[config.mk]
export PLATFORM = sky130hd
export DESIGN_NAME = rrls_divider
export DESIGN_NICKNAME = d
export VERILOG_FILES = /design/src/hdl/rrls_divider.sv
export SDC_FILE = /design/constraint.sdc
export NUM_CORES = 1
export LEC_CHECK = 0
export ABC_CLOCK_PERIOD_IN_PS = 3200
export BUFFER_PORTS_ARGS = -buffer_cell sky130_fd_sc_hd__buf_4
export CAP_MARGIN = 20
export CORE_MARGIN = 2
export CORE_UTILIZATION = 54
export DETAILED_ROUTE_END_ITERATION = 16
export PLACE_DENSITY = 0.84
export SLEW_MARGIN = 20
export SYNTH_ARGS = -nofsm -noshare
export SYNTH_HDL_FRONTEND = slang
export SYNTH_SLANG_ARGS = --single-unit
export TNS_END_PERCENT = 100
[constraint.sdc]
create_clock -name clk -period 3.2 [get_ports clk]
set_input_delay 0 -clock clk [delete_from_list [all_inputs] [get_ports clk]]
set_output_delay 0 -clock clk [all_outputs]
set_load 0.005 [all_outputs]
[src/hdl/rrls_divider.sv]
`timescale 1ns / 1ps
// Restoring divider: one quotient bit per cycle, remainder only.
module rrls_divider #(
	parameter int unsigned W = 31,
	parameter int unsigned DW = 24
) (
	input logic clk,
	input logic arst_n,
	input logic go,
	input logic [W-1:0] dividend,
	input logic [DW-1:0] divisor,
	output logic done,
	output logic [DW-1:0] remainder
);
	localparam int unsigned CW = $clog2(W + 1);
	logic [W-1:0] num_q;
	logic [DW:0] rem_q;
	logic [DW-1:0] div_q;
	logic [CW-1:0] cnt_q;
	logic run_q;
	logic [DW:0] trial;
	logic [DW+1:0] diff;

	// Shift in the next dividend bit and try a subtract.
	always_comb begin
		trial = {rem_q[DW-1:0], num_q[W-1]};
		diff = {1'b0, trial} - {2'b00, div_q};
	end

	always_ff @(posedge clk or negedge arst_n) begin
		if (!arst_n) begin
			run_q <= 1'b0;
			cnt_q <= '0;
		end else if (go) begin
			run_q <= 1'b1;
			cnt_q <= CW'(W);
		end else if (run_q) begin
			cnt_q <= cnt_q - 1'b1;
			if (cnt_q == CW'(1)) run_q <= 1'b0;
		end
	end

	always_ff @(posedge clk) begin
		if (go) begin
			num_q <= dividend;
			div_q <= divisor;
			rem_q <= '0;
		end else if (run_q) begin
			num_q <= {num_q[W-2:0], 1'b0};
			rem_q <= diff[DW+1] ? trial : diff[DW:0];
		end
	end

	assign done = run_q && cnt_q == CW'(1);
	assign remainder = diff[DW+1] ? trial[DW-1:0] : diff[DW-1:0];
endmodule

==> results of run 1 <==
-- logic make-up after synthesis --
logic type | after synthesis
multiplexers | 34
buffers and inverters | 58
AND/OR/NAND/NOR | 151
flip-flops | 85
XOR/XNOR | 19
AO/OA/AOI/OAI | 122
adder cells (fa/ha/maj) | 27
-- worst max path at each step --
stage                         from                endpoint  slack [ns]  cells past startpoint
3_5_place_dp   div_q[10]$_DFFE_PP_   rem_q[0]$_SDFFE_PP0P_        0.17                      9
4_1_cts        num_q[30]$_DFFE_PP_           remainder[18]        0.07                     12
5_1_grt        num_q[30]$_DFFE_PP_           remainder[18]       -0.03                     12
2_1_floorplan   div_q[6]$_DFFE_PP_  rem_q[23]$_SDFFE_PP0P_        0.72                      9
6_report        div_q[6]$_DFFE_PP_           remainder[23]         0.1                     10
3_3_place_gp   div_q[10]$_DFFE_PP_  rem_q[13]$_SDFFE_PP0P_        0.26                      9
-- per-layer routing --
layer  wire (µm)  up-vias  global-route usage (%)
met3         812       30                    3.81
met4         267        0                    11.2
met2        6610      180                    46.7
li1            -     2114                       -
met5           0        -                       0
met1        5330     2112                    32.4
-- what timing repair did --
action,4_1_cts,5_1_grt
buffers inserted,0,2
resized for setup,4,9
setup endpoints to repair,19,6
hold buffers,57,0
pin swaps,0,6
endpoints found under the hold margin,61,0
-- metrics by stage --
step | hold slack (ns) | power (W)
2_1_floorplan | -0.296 | 0.00231
3_3_place_gp | -0.191 | 0.00278
3_5_place_dp | -0.190 | 0.00283
4_1_cts | 0.155 | 0.00373
5_1_grt | 0.190 | 0.00400
6_report | 0.165 | 0.00378
-- placed cells by master, fill, tap and decap left out, drive strengths merged, types with 24 or more instances in the layout --
cell         instances
dlygate4sd3         57
buf                 93
dfxtp               24
inv                 36
edfxtp              55
nand2               44
nand3               27
ha                  26
nor2                31
o21ai               27
mux2                34
-- worst register-to-register path: stages, from the launching register on --
cell and delay [ns]:
edfxtp_1 0.41, inv_2 0.07, ha_2 0.17, inv_1 0.07, fa_2 0.39, a21oi_2 0.19, o211ai_1 0.17, nand3_1 0.16
a311oi_1 0.11, buf_4 0.17, a221oi_4 0.26, xnor2_1 0.14, buf_4 0.15, a31o_1 0.19
-- flip-flops by register name (all words and copies together) (netlist names) --
register and count:
num_q 31, div_q 24, rem_q 24, cnt_q 5, run_q 1
-- power by group through the flow --
stage          sequential (W)  combinational, W  clock [W]
2_1_floorplan         0.00139          0.000914          0
3_3_place_gp          0.00142           0.00136          0
3_5_place_dp          0.00143           0.00140          0
4_1_cts               0.00141           0.00147   0.000855
5_1_grt               0.00143           0.00167   0.000901
6_report              0.00141           0.00153   0.000841
-- area by class of cell --
cell class / count / area [µm²] / area share [%]
Clock inverter: 7 / 88.8 / 1.34
Tap cell: 111 / 139 / 2.10
Multi-Input combinational cell: 353 / 2600 / 39.3
Timing Repair Buffer: 150 / 1270 / 19.1
Inverter: 32 / 120 / 1.81
Clock buffer: 9 / 124 / 1.87
Sequential cell: 85 / 2280 / 34.4
==> out/qor.yml, run 1 <==
antenna_found_initial: 0
critical_path_buf_inv_count: 2
cts_tree: "done"
synth_commonest_cells: "edfxtp_1, nand2_1, inv_1"
ys_seq_area_share_pct: 45.0
hpwlAfterDp_um: 8320
cp_max_fo: 5
synthMuxAreaShare_pct: 7.55
p_int_w: 0.00243
synth_edf_count: 55
finalWeightedCongestion: 0.909
overflow: 0
clockPowerShare_pct: 22.2
clkLatencyLatePin_ns: 0.36
dr_total_vias: 4436
grt_pass1_wl_um: 21000
start_util_pct: 55.2
dpl-instance-area_mm2: 0.00577
maxCapViolations: 0
max-slew-margin-rel_pct: 58.8
pre_cts_ws_ns: 0.166
worstHoldPathCells: 2
slowest_stage: "or4_1"
ys_ff_latch: 85
vdd_ir_drop_max_uv: 265
cts_sinks: 85
synth_top_area_cell: "edfxtp_1"
cts-buffers-inserted: 9
p_leak_nw: 2.94
wirelength_um: 13000
drc: 0
synth_top_family_by_area: "compound AO/OA/AOI/OAI gates"
rows: 35
final_cell_area_mm2: 0.00663
ant_nets: 0
critical_path_required_ns: 3.20
vias_per_cell: 5.94
drt_iter0_markers: 291
power_density_mw_per_mm2: 571
r2r_start: "num_q[30]$_DFFE_PP_"
synth_cell_types: 66
postSynthCellCount: 496
fin_crit_ns: 3.10
areaGrowthSynthToFinish_pct: 30.6
io_buffers: 82
worst_pin_slew_ns: 0.618
finalNonFillerCells: 747
grt_pass1_vias: 4428
synth_top_area_share_pct: 32.6
holdPathEnd: "rem_q[2]$_SDFFE_PP0P_"
yosys-top-cells-area: "edfxtp_1, dfxtp_1, mux2_2"
min_path_type: "in -> reg"
synth-simple-area-share_pct: 14.5
syn_area_mm2: 0.00507
wl_per_cell_um: 17.4
synth_compound_area_share_pct: 18.1
critPathMaxStageDelay_ns: 0.51
drive_above_1_share_pct: 25.5
finalHoldViolCount: 0
n_fill_cell: 654
synth_warnings: 0
comb_power_share_pct: 40.4
outcome: "finished, final reports clean"
finalCritPeriodShare_pct: 96.9
rsz0062_at_grt: "yes"
finalSetupViolCount: 0
critPathTopFamily: "simple AND/OR/NAND/NOR gates"
dp_cells: 672
syn_nets: 581
finalSetupTns_ns: 0
ys.flop_type: "edfxtp_1"
rr_endpoint: "rem_q[20]$_SDFFE_PP0P_"
hold_start: "go"
final_core_util_pct: 72.1
firstDrtPassIters: 5
swShare_pct: 35.8
p_seq_share_pct: 37.3
critPathArrivalTime_ns: 3.10
path_cells: "inv_1 > ha_1 > a21o_1 > a221o_1 > and3_4 > o2111ai_4 > a21oi_2 > or4_1 > and3_1 > buf_4"
synth.most_common_cell: "edfxtp_1"
grt_util_all_layers_pct: 26.5
maxSlewViolCount: 0
cts-root-buf: "clkbuf_8"
io_pins: 83
synth_adder_area_share_pct: 6.81
core_area_mm2: 0.00920
clockBufferDepth: 2
die_w_um: 101
synth_xor_area_share_pct: 3.28
grt_max_degree: 52
p_sw_w: 0.00135
setup_ws_ns: 0.0978
reg2reg_slack_ns: 0.46
antennaDiodeCount: 0
synth-async-reset-ratio_pct: 7.06
synth.avg_cell_area_um2: 10.2
cp-end-kind: "output pin"
clkTransAtPathRegs_ns: 0.10
worstSetupPathType: "reg -> out"
worstSetupStartpointType: "flop"
nets: 716
die-area_mm2: 0.0102
worstRegToRegCells: 13
fmax_mhz: 322
htree_levels: 3
worst_clock_skew_ns: 0.0128
die_h_um: 101
Note: power is estimated with default switching activity, not from simulation.
==> run 2, diff against run 1 <==
--- a/config.mk
+++ b/config.mk
@@ -11,7 +11,7 @@
 export CORE_MARGIN = 2
 export CORE_UTILIZATION = 54
 export DETAILED_ROUTE_END_ITERATION = 16
-export PLACE_DENSITY = 0.84
+export PLACE_DENSITY = 0.77
 export SLEW_MARGIN = 20
 export SYNTH_ARGS = -nofsm -noshare
 export SYNTH_HDL_FRONTEND = slang
==> out/qor.yml, run 2 (same netlist as run 1, synthesis figures left out) <==
outcome: "finished, final reports clean"
firstDrtPassIters: 4
worstSetupPathType: "reg -> out"
final_cell_area_mm2: 0.00661
wirelength_um: 13000
antennaDiodeCount: 0
rr_endpoint: "rem_q[11]$_SDFFE_PP0P_"
dp_cells: 674
cp_max_fo: 5
wl_per_cell_um: 17.3
layout.cells.most_common_list: "buf_4, dlygate4sd3_1, edfxtp_1"
critical_path_required_ns: 3.20
maxCapViolations: 0
clockBufferDepth: 2
worst_clock_skew_ns: 0.0136
crit_cells: 10
fmax_mhz: 325
drt_iter0_markers: 251
mostFrequentLayoutCell: "buf_4"
critPathLaunch: "div_q[6]$_DFFE_PP_"
clockPowerShare_pct: 20.0
largest_reg_flops: 31
final_core_util_pct: 71.9
p_int_w: 0.00235
finalSetupViolCount: 0
io_pins: 83
hpwlAfterDp_um: 8260
overflow: 0
p_leak_nw: 2.95
cts-buffers-inserted: 9
finalWeightedCongestion: 0.900
critPathArrivalTime_ns: 3.07
fin_crit_ns: 3.07
drive_above_1_share_pct: 25.2
die-area_mm2: 0.0102
critPathTopFamily: "simple AND/OR/NAND/NOR gates"
reg2reg_slack_ns: 0.44
cp-endpoint: "remainder[23]"
cts-root-buf: "clkbuf_8"
areaGrowthSynthToFinish_pct: 30.3
vias_per_cell: 5.81
grt_max_degree: 43
grt_pass1_wl_um: 20800
worst_pin_slew_ns: 0.567
min_path_type: "in -> reg"
worstSetupStartpointType: "flop"
maxSlewViolCount: 0
path_cells: "inv_1 > ha_1 > a21o_1 > a221o_1 > and3_4 > o2111ai_4 > a21oi_2 > or4_1 > and3_1 > buf_4"
ant_nets: 0
grt_pass1_vias: 4424
io_buffers: 82
comb_power_share_pct: 41.7
critPathMaxStageDelay_ns: 0.51
registers.top_by_ff_count: "num_q"
htree_levels: 3
cp-end-kind: "output pin"
swShare_pct: 36.0
grt_util_all_layers_pct: 26.1
r2r_start: "div_q[14]$_DFFE_PP_"
cts_sinks: 85
dr_total_vias: 4359
finalCritPeriodShare_pct: 96.1
max-slew-margin-rel_pct: 62.2
core_area_mm2: 0.00920
start_util_pct: 55.2
reg_top3: "num_q x31, div_q x24, rem_q x24"
rows: 35
p_seq_share_pct: 38.3
rsz0062_at_grt: "yes"
dpl-instance-area_mm2: 0.00580
slowest_stage: "or4_1"
nets: 719
die_w_um: 101
worstRegToRegCells: 10
die_h_um: 101
antenna_found_initial: 0
drc: 0
clkLatencyLatePin_ns: 0.37
cts_tree: "done"
vdd_ir_drop_max_uv: 384
critical_path_buf_inv_count: 2
finalHoldViolCount: 0
finalNonFillerCells: 750
clkTransAtPathRegs_ns: 0.10
p_sw_w: 0.00132
power_density_mw_per_mm2: 555
## run 2: changes by cell type in the layout (fill, tap and decap cells not counted), sizes merged
cell	before	now
clkinv	2	1
inv	36	37
bufinv	1	0
buf	93	96
clkbuf	9	10
## run 2: what timing repair did
item                                   CTS  global route
resized for setup                        2             5
hold buffers                            57             0
setup buffers                            0             3
endpoints found under the hold margin   61             0
setup endpoints to repair                2             4
pin swaps                                0             3
cloned                                   0             0
## run 2: power by group through the flow
stage	combinational (W)	clock (W)	sequential [W]
floorplan	0.000914	0	0.00139
global placement	0.00137	0	0.00142
detailed placement	0.00140	0	0.00142
CTS	0.00147	0.000754	0.00140
global route	0.00167	0.000781	0.00142
finish	0.00153	0.000733	0.00141
## run 2: per-layer routing
layer | up-vias | part of all wire [%] | wire, µm | global-route usage [%]
met5 | - | 0 | 0 | 0
met4 | 0 | 1.9 | 243 | 8.42
met3 | 22 | 6.5 | 848 | 6.93
met2 | 163 | 51 | 6590 | 46.4
met1 | 2058 | 41 | 5310 | 30.7
li1 | 2116 | - | - | -
## run 2: cell type report
| type | instances | area, µm² |
|---|---|---|
| multi-input combinational | 353 | 2580 |
| inverter | 32 | 120 |
| timing repair buffer | 153 | 1300 |
| clock inverter | 6 | 51.3 |
| sequential | 85 | 2280 |
| tap | 111 | 139 |
| fill | 670 | 2590 |
| clock buffer | 10 | 128 |
## run 2: worst reg2reg max path: stages (launching register included)
cell and delay, ns:
edfxtp_1 0.33, inv_1 0.04, ha_1 0.41, and2_1 0.31
nor2_1 0.07, o31a_1 0.32, nor2b_2 0.23, o21ai_4 0.12
buf_4 0.19, a211o_1 0.29, a311oi_1 0.32
## run 2: worst min-delay path by stage
| stage | end | cells after the start | start |
|---|---|---|---|
| 6_report | div_q[13]$_DFFE_PP_ | 1 | go |
| 2_1_floorplan | cnt_q[0]$_DFFE_PN0P_ | 0 | arst_n |
| 4_1_cts | div_q[13]$_DFFE_PP_ | 1 | go |
| 3_5_place_dp | run_q$_DFF_PN0_ | 1 | arst_n |
| 5_1_grt | div_q[14]$_DFFE_PP_ | 1 | go |
| 3_3_place_gp | cnt_q[0]$_DFFE_PN0P_ | 1 | arst_n |
## run 2: per-stage QoR
step	total power (W)	hold WS, ns	setup slack, ns	setup TNS (ns)
2_1_floorplan	0.00231	-0.296	0.721	0
3_3_place_gp	0.00279	-0.188	0.442	0
3_5_place_dp	0.00282	-0.185	0.376	0
4_1_cts	0.00362	0.136	0.0545	0
5_1_grt	0.00387	0.153	-0.0435	-0.0435
6_report	0.00367	0.141	0.126	0
==> run 3, diff against run 2 <==
--- a/config.mk
+++ b/config.mk
@@ -6,12 +6,13 @@
 export NUM_CORES = 1
 export LEC_CHECK = 0
 export ABC_CLOCK_PERIOD_IN_PS = 3200
-export BUFFER_PORTS_ARGS = -buffer_cell sky130_fd_sc_hd__buf_4
 export CAP_MARGIN = 20
 export CORE_MARGIN = 2
 export CORE_UTILIZATION = 54
 export DETAILED_ROUTE_END_ITERATION = 16
-export PLACE_DENSITY = 0.77
+export DONT_BUFFER_PORTS = 1
+export PLACE_DENSITY = 0.69
+export SETUP_SLACK_MARGIN = 0.05
 export SLEW_MARGIN = 20
 export SYNTH_ARGS = -nofsm -noshare
 export SYNTH_HDL_FRONTEND = slang
==> out/qor.yml, run 3 (same netlist as run 1, synthesis figures left out) <==
outcome: "finished, final reports clean"
io_pins: 83
worstRegToRegCells: 11
critPathLaunch: "num_q[30]$_DFFE_PP_"
grt_pass1_vias: 3931
mostFrequentLayoutCell: "dlygate4sd3_1"
power_density_mw_per_mm2: 567
worstSetupStartpointType: "flop"
wl_per_cell_um: 17.1
largest_reg_flops: 31
reg_top3: "num_q x31, div_q x24, rem_q x24"
critPathArrivalTime_ns: 2.98
r2r_start: "div_q[14]$_DFFE_PP_"
overflow: 0
htree_levels: 3
p_leak_nw: 2.54
grt_max_degree: 83
critical_path_required_ns: 3.20
start_util_pct: 55.2
die_h_um: 101
areaGrowthSynthToFinish_pct: 18.5
maxSlewViolCount: 0
vdd_ir_drop_max_uv: 413
finalSetupTns_ns: 0
die_w_um: 101
vias_per_cell: 5.95
cts_sinks: 85
max-slew-margin-rel_pct: 70.7
io_buffers: 0
rows: 35
critical_path_buf_inv_count: 2
clockBufferDepth: 2
seq_area_mm2: 0.00228
clkLatencyLatePin_ns: 0.38
worst_pin_slew_ns: 0.439
antenna_found_initial: 0
n_fill_cell: 729
grt_pass1_wl_um: 18800
maxCapViolations: 0
drive_above_1_share_pct: 13.9
finalHoldViolCount: 0
power.total_w: 0.00341
fmax_mhz: 335
fin_crit_ns: 2.98
clkTransAtPathRegs_ns: 0.10
layout.cells.most_common_list: "dlygate4sd3_1, edfxtp_1, nand2_1"
firstDrtPassIters: 5
wirelength_um: 11400
crit_cells: 11
cts-root-buf: "clkbuf_8"
critPathTopFamily: "compound AO/OA/AOI/OAI gates"
drt_iter0_markers: 233
dr_total_vias: 3966
multi_input_area_mm2: 0.00257
cp-end-kind: "output pin"
critPathMaxStageDelay_ns: 0.41
drc: 0
rr_endpoint: "rem_q[11]$_SDFFE_PP0P_"
nets: 635
finalWeightedCongestion: 0.836
finalSetupViolCount: 0
reg2reg_slack_ns: 0.49
core_area_mm2: 0.00920
finalCritPeriodShare_pct: 93.2
grt_util_all_layers_pct: 23.7
min_path_type: "in -> reg"
registers.top_by_ff_count: "num_q"
antennaDiodeCount: 0
worstSetupPathType: "reg -> out"
worst_clock_skew_ns: 0.0202
cp-endpoint: "remainder[18]"
cts_tree: "done"
hpwlAfterDp_um: 7820
rsz0062_at_grt: "no"
cp_max_fo: 4
die-area_mm2: 0.0102
path_cells: "inv_1 > ha_1 > inv_1 > fa_1 > a21oi_2 > o211ai_1 > a31o_2 > a21oi_2 > o21bai_1 > xor2_1 > mux2_1"
cts-buffers-inserted: 9
ant_nets: 0
slowest_stage: "fa_1"
[run 3: worst min path at each step]
| stage | endpoint | start | depth (start not counted) | slack (ns) |
|---|---|---|---|---|
| after detailed placement | cnt_q[0]$_DFFE_PN0P_ | arst_n | 0 | -0.30 |
| after global routing | div_q[15]$_DFFE_PP_ | go | 1 | 0.05 |
| after CTS | rem_q[0]$_SDFFE_PP0P_ | go | 2 | 0.05 |
| after global placement | cnt_q[0]$_DFFE_PN0P_ | arst_n | 0 | -0.30 |
| final | div_q[15]$_DFFE_PP_ | go | 1 | 0.04 |
| after floorplan | cnt_q[0]$_DFFE_PN0P_ | arst_n | 0 | -0.30 |
[run 3: worst reg2reg max path, delay by kind of cell, from the launching register on]
family | cells | cell delay (ns)
buf+inv | 3 | 0.35
compound gates | 4 | 0.97
simple gates | 3 | 0.60
flops | 1 | 0.33
fa+ha+maj | 1 | 0.38
[run 3: through the flow]
stage	instances	utilization, %	cell area [µm²]	hold WS [ns]	setup slack (ns)
3_5_place_dp	589	56.1	5160	-0.295	0.484
3_3_place_gp	589	56.1	5160	-0.295	0.553
4_1_cts	663	64.9	5970	0.0469	0.111
6_report	666	65.4	6010	0.0409	0.216
5_1_grt	666	65.4	6010	0.0547	0.0565
2_1_floorplan	496	-	5070	-0.296	0.721
[run 3: routing by layer]
layer | vias up | track usage [%] | part of all wire [%]
li1 | 1950 | - | -
met1 | 1888 | 29.3 | 43
met3 | 14 | 6.38 | 6.3
met2 | 114 | 39.6 | 49
met5 | - | 0 | 0
met4 | 0 | 9.36 | 1.6
[run 3: report_power, final]
| part | switching (W) | total [W] | internal (W) |
|---|---|---|---|
| logic | 0.000715 | 0.00124 | 0.000525 |
| registers | 0.0000942 | 0.00141 | 0.00131 |
| clock network | 0.000452 | 0.000761 | 0.000309 |
| total | 0.00126 | 0.00341 | 0.00215 |
[run 3: timing repair]
action                                 CTS  global route
setup buffers                            0             3
endpoints found under the hold margin  113             0
pin swaps                                0             1
gates resized for setup                  1             4
hold buffers                            58             0
setup endpoints to repair                1             8
[run 3: layout make-up]
class / count / share of cell area, %
flip-flops and latches: 85 / 38.0
inverters: 32 / 2.00
well taps: 111 / 2.31
clock buffers: 9 / 2.06
clock inverters: 7 / 1.33
repair buffers: 69 / 11.5
multi-input cells: 353 / 42.8
